==> src/rtl/core/gaps_pkg.sv <==
// Shared types, codes and constants of the grid path search block.
package gaps_pkg;

   localparam int COORD_W    = 9;
   localparam int G_W        = 23;
   localparam int SCORE_W    = 31;
   localparam int LEN_W      = 13;
   localparam int CSR_IDX_W  = 3;
   localparam int CSR_DATA_W = 12;

   localparam logic [G_W-1:0]     G_MAX          = 23'h7FFFFF;
   localparam logic [SCORE_W-1:0] SCORE_SENTINEL = 31'd999999900;

   localparam logic [1:0] OP_LOAD  = 2'd0;
   localparam logic [1:0] OP_BEGIN = 2'd1;
   localparam logic [1:0] OP_STEP  = 2'd2;
   localparam logic [1:0] OP_READ  = 2'd3;

   localparam logic [2:0] RS_SEARCHING = 3'd0;
   localparam logic [2:0] RS_FOUND     = 3'd1;
   localparam logic [2:0] RS_NOPATH    = 3'd2;
   localparam logic [2:0] RS_ACCEPTED  = 3'd3;
   localparam logic [2:0] RS_ENTRY     = 3'd4;

   localparam logic [1:0] SS_IDLE   = 2'd0;
   localparam logic [1:0] SS_SEARCH = 2'd1;
   localparam logic [1:0] SS_FOUND  = 2'd2;
   localparam logic [1:0] SS_NOPATH = 2'd3;

   localparam logic [1:0] DIR_LEFT   = 2'd0;
   localparam logic [1:0] DIR_RIGHT  = 2'd1;
   localparam logic [1:0] DIR_TOP    = 2'd2;
   localparam logic [1:0] DIR_BOTTOM = 2'd3;

   localparam logic [CSR_IDX_W-1:0] CSR_GRID_W  = 3'd0;
   localparam logic [CSR_IDX_W-1:0] CSR_GRID_H  = 3'd1;
   localparam logic [CSR_IDX_W-1:0] CSR_START_X = 3'd2;
   localparam logic [CSR_IDX_W-1:0] CSR_START_Y = 3'd3;
   localparam logic [CSR_IDX_W-1:0] CSR_GOAL_X  = 3'd4;
   localparam logic [CSR_IDX_W-1:0] CSR_GOAL_Y  = 3'd5;
   localparam logic [CSR_IDX_W-1:0] CSR_WEIGHT  = 3'd6;
   localparam logic [CSR_IDX_W-1:0] CSR_PENALTY = 3'd7;

   localparam logic [6:0]  GRID_W_RST  = 7'd64;
   localparam logic [6:0]  GRID_H_RST  = 7'd64;
   localparam logic [7:0]  WEIGHT_RST  = 8'd101;
   localparam logic [11:0] PENALTY_RST = 12'd999;

   typedef struct packed {
      logic [1:0]  op;
      logic [5:0]  tile_x;
      logic [5:0]  tile_y;
      logic [7:0]  tile_cost;
      logic        tile_solid;
      logic        tile_occupied;
      logic [11:0] path_index;
   } req_type;

   typedef struct packed {
      logic [2:0]       status;
      logic [LEN_W-1:0] path_length;
      logic [5:0]       path_x;
      logic [5:0]       path_y;
   } rsp_type;

   typedef struct packed {
      logic       capture;
      logic       clear_step;
      logic       load_tile;
      logic       begin_search;
      logic       set_nopath;
      logic       status_set;
      logic [2:0] status_code;
      logic       open_calc;
      logic       open_mul;
      logic       open_push;
      logic       scan_init;
      logic       scan_run;
      logic       pop_cap;
      logic       pop_move;
      logic       nb_first;
      logic       nb_load;
      logic       nb_next;
      logic       route_init;
      logic       walk_rd;
      logic       route_wr;
      logic       route_next;
      logic       route_fin;
      logic       path_cap;
      logic       rsp_load;
   } cmd_type;

   typedef struct packed {
      logic       clear_last;
      logic [1:0] sstate;
      logic       count_zero;
      logic       open_skip;
      logic       scan_done;
      logic       is_goal;
      logic       nb_ok;
      logic       nb_last;
      logic       route_end;
      logic       rsp_free;
      logic [1:0] op;
   } sts_type;

endpackage

==> src/rtl/core/gaps_ctrl.sv <==
// Sequencing state machine of the grid path search block.
module gaps_ctrl
   import gaps_pkg::*;
(
   input  logic    clock,
   input  logic    reset,
   input  logic    req_valid,
   output logic    req_stall,
   input  sts_type sts,
   output cmd_type cmd
);

   localparam logic [4:0] S_CLEAR     = 5'd0;
   localparam logic [4:0] S_IDLE      = 5'd1;
   localparam logic [4:0] S_DECODE    = 5'd2;
   localparam logic [4:0] S_OPEN_RD   = 5'd3;
   localparam logic [4:0] S_OPEN_CHK  = 5'd4;
   localparam logic [4:0] S_OPEN_MUL  = 5'd5;
   localparam logic [4:0] S_OPEN_PUSH = 5'd6;
   localparam logic [4:0] S_SCAN      = 5'd7;
   localparam logic [4:0] S_POP_SEL   = 5'd8;
   localparam logic [4:0] S_POP_LAST  = 5'd9;
   localparam logic [4:0] S_POP_MOVE  = 5'd10;
   localparam logic [4:0] S_GOAL      = 5'd11;
   localparam logic [4:0] S_NB_SEL    = 5'd12;
   localparam logic [4:0] S_ROUTE_WR  = 5'd13;
   localparam logic [4:0] S_ROUTE_NX  = 5'd14;
   localparam logic [4:0] S_PATH_CAP  = 5'd15;
   localparam logic [4:0] S_FINISH    = 5'd16;

   logic [4:0] state_ff;
   logic [4:0] state_in;
   logic [4:0] after_open;

   assign req_stall = (state_ff != S_IDLE);

   always_comb begin
      if ((sts.op == OP_BEGIN) || sts.nb_last) begin
         after_open = S_FINISH;
      end else begin
         after_open = S_NB_SEL;
      end
   end

   always_comb begin
      cmd      = '0;
      state_in = state_ff;
      unique case (state_ff)
         S_CLEAR: begin
            cmd.clear_step = 1'b1;
            if (sts.clear_last) begin
               state_in = S_IDLE;
            end
         end
         S_IDLE: begin
            if (req_valid) begin
               cmd.capture = 1'b1;
               state_in    = S_DECODE;
            end
         end
         S_DECODE: begin
            cmd.status_set = 1'b1;
            unique case (sts.op)
               OP_LOAD: begin
                  cmd.load_tile   = 1'b1;
                  cmd.status_code = RS_ACCEPTED;
                  state_in        = S_FINISH;
               end
               OP_BEGIN: begin
                  cmd.begin_search = 1'b1;
                  cmd.status_code  = RS_ACCEPTED;
                  state_in         = S_OPEN_RD;
               end
               OP_STEP: begin
                  if (sts.sstate == SS_FOUND) begin
                     cmd.status_code = RS_FOUND;
                     state_in        = S_FINISH;
                  end else if ((sts.sstate != SS_SEARCH) || sts.count_zero) begin
                     cmd.set_nopath  = 1'b1;
                     cmd.status_code = RS_NOPATH;
                     state_in        = S_FINISH;
                  end else begin
                     cmd.scan_init   = 1'b1;
                     cmd.status_code = RS_SEARCHING;
                     state_in        = S_SCAN;
                  end
               end
               default: begin
                  cmd.status_code = RS_ENTRY;
                  state_in        = S_PATH_CAP;
               end
            endcase
         end
         S_OPEN_RD: begin
            state_in = S_OPEN_CHK;
         end
         S_OPEN_CHK: begin
            if (sts.open_skip) begin
               cmd.nb_next = (after_open == S_NB_SEL);
               state_in    = after_open;
            end else begin
               cmd.open_calc = 1'b1;
               state_in      = S_OPEN_MUL;
            end
         end
         S_OPEN_MUL: begin
            cmd.open_mul = 1'b1;
            state_in     = S_OPEN_PUSH;
         end
         S_OPEN_PUSH: begin
            cmd.open_push = 1'b1;
            cmd.nb_next   = (after_open == S_NB_SEL);
            state_in      = after_open;
         end
         S_SCAN: begin
            if (sts.scan_done) begin
               state_in = S_POP_SEL;
            end else begin
               cmd.scan_run = 1'b1;
            end
         end
         S_POP_SEL: begin
            state_in = S_POP_LAST;
         end
         S_POP_LAST: begin
            cmd.pop_cap = 1'b1;
            state_in    = S_POP_MOVE;
         end
         S_POP_MOVE: begin
            cmd.pop_move = 1'b1;
            state_in     = S_GOAL;
         end
         S_GOAL: begin
            if (sts.is_goal) begin
               cmd.route_init = 1'b1;
               state_in       = S_ROUTE_WR;
            end else begin
               cmd.nb_first = 1'b1;
               state_in     = S_NB_SEL;
            end
         end
         S_NB_SEL: begin
            if (sts.nb_ok) begin
               cmd.nb_load = 1'b1;
               state_in    = S_OPEN_RD;
            end else if (sts.nb_last) begin
               state_in = S_FINISH;
            end else begin
               cmd.nb_next = 1'b1;
            end
         end
         S_ROUTE_WR: begin
            cmd.walk_rd  = 1'b1;
            cmd.route_wr = 1'b1;
            state_in     = S_ROUTE_NX;
         end
         S_ROUTE_NX: begin
            if (sts.route_end) begin
               cmd.route_fin   = 1'b1;
               cmd.status_set  = 1'b1;
               cmd.status_code = RS_FOUND;
               state_in        = S_FINISH;
            end else begin
               cmd.route_next = 1'b1;
               state_in       = S_ROUTE_WR;
            end
         end
         S_PATH_CAP: begin
            cmd.path_cap = 1'b1;
            state_in     = S_FINISH;
         end
         S_FINISH: begin
            if (sts.rsp_free) begin
               cmd.rsp_load = 1'b1;
               state_in     = S_IDLE;
            end
         end
         default: begin
            state_in = S_IDLE;
         end
      endcase
   end

   always_ff @(posedge clock) begin
      if (reset) begin
         state_ff <= S_CLEAR;
      end else begin
         state_ff <= state_in;
      end
   end

endmodule

==> config.mk <==
export PLATFORM = sky130hd
export DESIGN_NAME = gaps_ctrl
export DESIGN_NICKNAME = d
export VERILOG_FILES = /design/src/rtl/core/gaps_pkg.sv /design/src/rtl/core/gaps_ctrl.sv
export SDC_FILE = /design/constraint.sdc
export NUM_CORES = 1
export LEC_CHECK = 0
export BUFFER_PORTS_ARGS = -buffer_cell sky130_fd_sc_hd__clkbuf_2
export CAP_MARGIN = 20
export CORE_ASPECT_RATIO = 0.9
export CORE_MARGIN = 5
export CORE_UTILIZATION = 41
export CTS_CLUSTER_SIZE = 30
export DETAILED_ROUTE_END_ITERATION = 8
export PLACE_DENSITY = 0.78
export SLEW_MARGIN = 20
export SYNTH_ARGS = -nofsm -noshare
export SYNTH_HDL_FRONTEND = slang
export SYNTH_SLANG_ARGS = --single-unit
==> constraint.sdc <==
create_clock -name clock -period 4.6 [get_ports clock]
set_input_delay 0.92 -clock clock [delete_from_list [all_inputs] [get_ports clock]]
set_output_delay 0.92 -clock clock [all_outputs]
set_load 0.005 [all_outputs]
==> After elaboration in Yosys (flattened, before gate mapping) <==
Cells that the tools add are included.
{ "totals": {"regBits": 5, "inputBits": 16} }
{ "op_classes": {"reduce_logical": 6, "n_eq_ne": 27, "n_mux": 57} }
{ "ops": {"columns": ["operator", "count"], "rows": [
  ["one-hot mux 5 bit (17 select lines)", 1],
  ["two-way mux 5 bit", 11],
  ["equality test 5 x 4 -> 1 bit (second input constant)", 9],
  ["two-way mux 1 bit", 35],
  ["equality test 5 x 3 -> 1 bit (second input constant)", 4],
  ["one-hot mux 5 bit (3 select lines)", 1],
  ["equality test 5 x 2 -> 1 bit (second input constant)", 2],
  ["two-way mux 2 bit", 4],
  ["!= test 2 bit (second input constant)", 4],
  ["one-hot mux 4 bit (2 select lines)", 1],
  ["one-hot mux 3 bit (2 select lines)", 1],
  ["equality test 5 x 1 -> 1 bit (second input constant)", 1],
  ["equality test 5 bit (second input constant)", 1],
  ["zero test 5 bit", 1],
  ["!= test 5 x 1 -> 1 bit (second input constant)", 1],
  ["AND reduction 5 bit", 1],
  ["equality test 2 bit (second input constant)", 2],
  ["two-way mux 4 bit", 1],
  ["two-way mux 3 bit", 1],
  ["!= test 3 bit (second input constant)", 1],
  ["one-hot mux 1 bit (3 select lines)", 1],
  ["equality test 2 x 1 -> 1 bit (second input constant)", 1],
  ["zero test 2 bit", 1],
  ["logical OR 1 bit", 2],
  ["other kinds (2)", 2]
]} }

==> Longest topological paths before layout <==
{ "logic_depth": {"depth_word": 6, "mapped_depth": 6} }

==> Least setup slack after synthesis <==
OpenSTA, ideal clock, no wires.
{ "synth_timing": {"path_kind": "input to output", "startpoint": "in sts[4] (netlist bit)", "endpoint": "out cmd[7] (netlist bit)", "arrival_ns": 1.637, "setup_slack_ns": 2.043, "stages": 3, "required_time_ns": 3.680, "path_cell_list": "nor2_1 > or4b_1 > o21ai_0"} }
{ "synth_rtl": {"columns": ["item", "line_no", "rtl"], "rows": [
  ["start, declared", "gaps_ctrl.sv:9", "input sts_type sts,"],
  ["end, declared", "gaps_ctrl.sv:10", "output cmd_type cmd"]
]} }

==> metrics.txt <==
status completed; Netlist cell types 42; 1st-iter DRT viols 17; DR vias ~1000; routability cong. 0.874; adder-cell share of the synthesized area 0%; slowest stage delay, CP ~540 ps; multiplexer share of the synthesized area 0%; WL met3 191 um; CTS tree yes; CTS Buffer Depth 2; Req. time, crit path 3680 ps; Compound-Gate Fraction of Synth Area 30.2%; Max-cap violations 0; Pwr Total 163 uW; Final Core Density 52.9%; antenna-violating nets left 0; #FFs+latches synth 5; Ys Warns 0; Int Pwr 105 uW; crit-path leading delay family simple AND/OR/NAND/NOR gates; antenna cell count 0; Worst VDD drop 0.138 mV; Inst Count DP between 150 and 200; Skew-Pair Late Insertion Delay between 200 and 250 ps; Max Freq 0.351 GHz; drt via density between 5 and 6; sw frac 35.4%; Port Buffers 42; Layout Nets around 170; final worst clock skew 0.210 ps; cts bufs inserted 3; initial cell density of the core a little over two fifths; H-tree level count 1; die span in y roughly 51 um; P_sw about 58 uW; drt first pass iters 4; Die ar. 0.00287 mm^2; number of global-route vias before repair between 900 and 1000; Synth Flop Type dfxtp_1; critical path class input pin to primary output; Mapped Area 778 um^2; global-route wire length before repair 3750 um; crit end category primary output; total negative setup slack 0 ps; Post-synth EDFFs 0; main combinational cell family by area after synthesis simple AND/OR/NAND/NOR gates; die width 55.9 um; max-slew violation count 0; post-synth top area cell dfxtp_1; core area around 0.0019 mm^2; final hold viol count 0; TritonCTS Sinks 5; fillers 203; Crit-path slowest cell or4b_1; initial antenna violation count 0; Non-Filler Instances 181; global-route usage over all layers 16.0%; IO Pins 43; Clock transition at path regs around 40 ps; Reg area 100 um^2; Critical Path Fanout Max 5; Logic pwr share 35.3%; Seq pwr share 33.6%; max layer used met3; syn nets around 140; Top reg by flops state_ff; largest net degree at the start of global routing 24; final wirelength 2320 um; RSZ-0062 raised after global routing no; XOR/XNOR Fraction of Synth Area 0%; Hold Path Class register to register; Clk pwr share 31.1%; WL met1 1040 um; Synth Area in Simple Gates 45.5%; grt ovf 0; post-CTS sizing 0; max reg flops 5; Final setup viols 0; pwr/cell area ~170 mW/mm^2; critical path launch point type input pin; top cells by area, synth dfxtp_1 (13%), nor2_1 (7.7%), nor3_1 (6.4%); Crit path top cell by count clkbuf_2; Row Count 15; worst relative slew slack 56.9%; hold_buf cts 0; Synth Instances 121; Critical path buffers and inverters 2; Data arrival, critical path 1930 ps; crit path cell chain clkbuf_2 -> nor2_1 -> or4b_1 -> o21ai_0 -> clkbuf_2; DR WL/cell 12.8 um; Avg Cell Area, Syn roughly 6.4 um^2; Synth top area share between 10% and 20%; layout cell share with drive strength beyond 1 32.7%; asr flop ratio synth 0%; Area Growth Syn to Fin 26.4%; worst slew pin tran 645 ps; Regs by FF count state_ff: 5 flops; Min Clock Period, post-route approximately 2800 ps; area of the multi-input gates 589 um^2; post-CTS setup buffer count 0; # DRC 0; Root Driver clkbuf_4; final hold slack 803 ps; Static Leakage roughly 0.44 nW; hpwl dp 1840 um; Final period util 61.9%; met2 WL 1090 um; sequential area share after synthesis roughly an eighth
worst register-to-register path, cell delays in order, from the launching register on:
cell and delay, ps:
dfxtp_1 410, nand3b_2 360, or4b_1 600, and3_1 180, a311oi_1 230
worst paths after layout:
kind	slack (ps)	cells past startpoint	end	start
worst max-delay path	1750	5	cmd[7]	sts[4]
worst min register to register	800	3	state_ff[3]	state_ff[3]
worst min-delay path	800	3	state_ff[3]	state_ff[3]
worst max register to register	2720	4	state_ff[0]	state_ff[4]
synth_stat cells (3+ instances only):
| master | n |
|---|---|
| dfxtp_1 | 5 |
| nor2_1 | 16 |
| nor2b_1 | 4 |
| a21oi_1 | 7 |
| a311oi_1 | 3 |
| buf_2 | 5 |
| inv_1 | 7 |
| clkbuf_1 | 3 |
| nand2_1 | 10 |
| nor3_1 | 10 |
| o21ai_0 | 7 |
| nand2b_1 | 5 |
layout make-up:
| type | count | share of cell area (%) |
|---|---|---|
| timing repair buffer | 42 | 21.4 |
| tap | 25 | 3.18 |
| sequential | 5 | 10.2 |
| multi-input combinational | 98 | 59.9 |
| clock buffer | 4 | 2.67 |
| inverter | 7 | 2.67 |
stage by stage:
| step | setup WS [ps] | instance area, um^2 |
|---|---|---|
| floorplan | 2040 | 778 |
| global placement | 1790 | 957 |
| detailed placement | 1750 | 957 |
| CTS | 1750 | 983 |
| global route | 1580 | 983 |
| finish | 1750 | 983 |
kinds of logic after synthesis:
group / Yosys count
and+or+nand+nor: 64
AOI/OAI and AO/OA: 34
buffers and inverters: 18
DFF: 5
per-layer routing:
layer  GRT usage, %  vias to the layer above
li1               -                      507
met5              0                        -
met1           18.7                      457
met3           4.04                        0
met2           29.3                       42
met4           3.95                        0
layout by cell type (no fill, tap or decap), types with 2 or more instances in the layout:
cell | Yosys | final
a211oi_1 | 2 | 2
a21oi_1 | 7 | 7
a311oi_1 | 3 | 3
a31oi_1 | 2 | 2
and3_1 | 2 | 2
clkbuf_2 | 0 | 42
clkbuf_4 | 0 | 3
dfxtp_1 | 5 | 5
inv_1 | 7 | 7
nand2_1 | 10 | 10
nand2b_1 | 5 | 5
nand3_1 | 2 | 2
nor2_1 | 16 | 16
nor2b_1 | 4 | 4
nor3_1 | 10 | 10
o211ai_1 | 2 | 2
o21ai_0 | 7 | 7
o21bai_1 | 2 | 2
or3_1 | 2 | 2
or4b_1 | 2 | 2
power groups by stage:
stage          clock, mW  sequential (mW)  combinational (mW)
3_5_place_dp           0           0.0553              0.0573
2_1_floorplan          0           0.0470              0.0469
5_1_grt           0.0565           0.0556              0.0647
4_1_cts           0.0522           0.0547              0.0577
3_3_place_gp           0           0.0551              0.0557
6_report          0.0507           0.0548              0.0577
(Power assumes the default switching activity.)
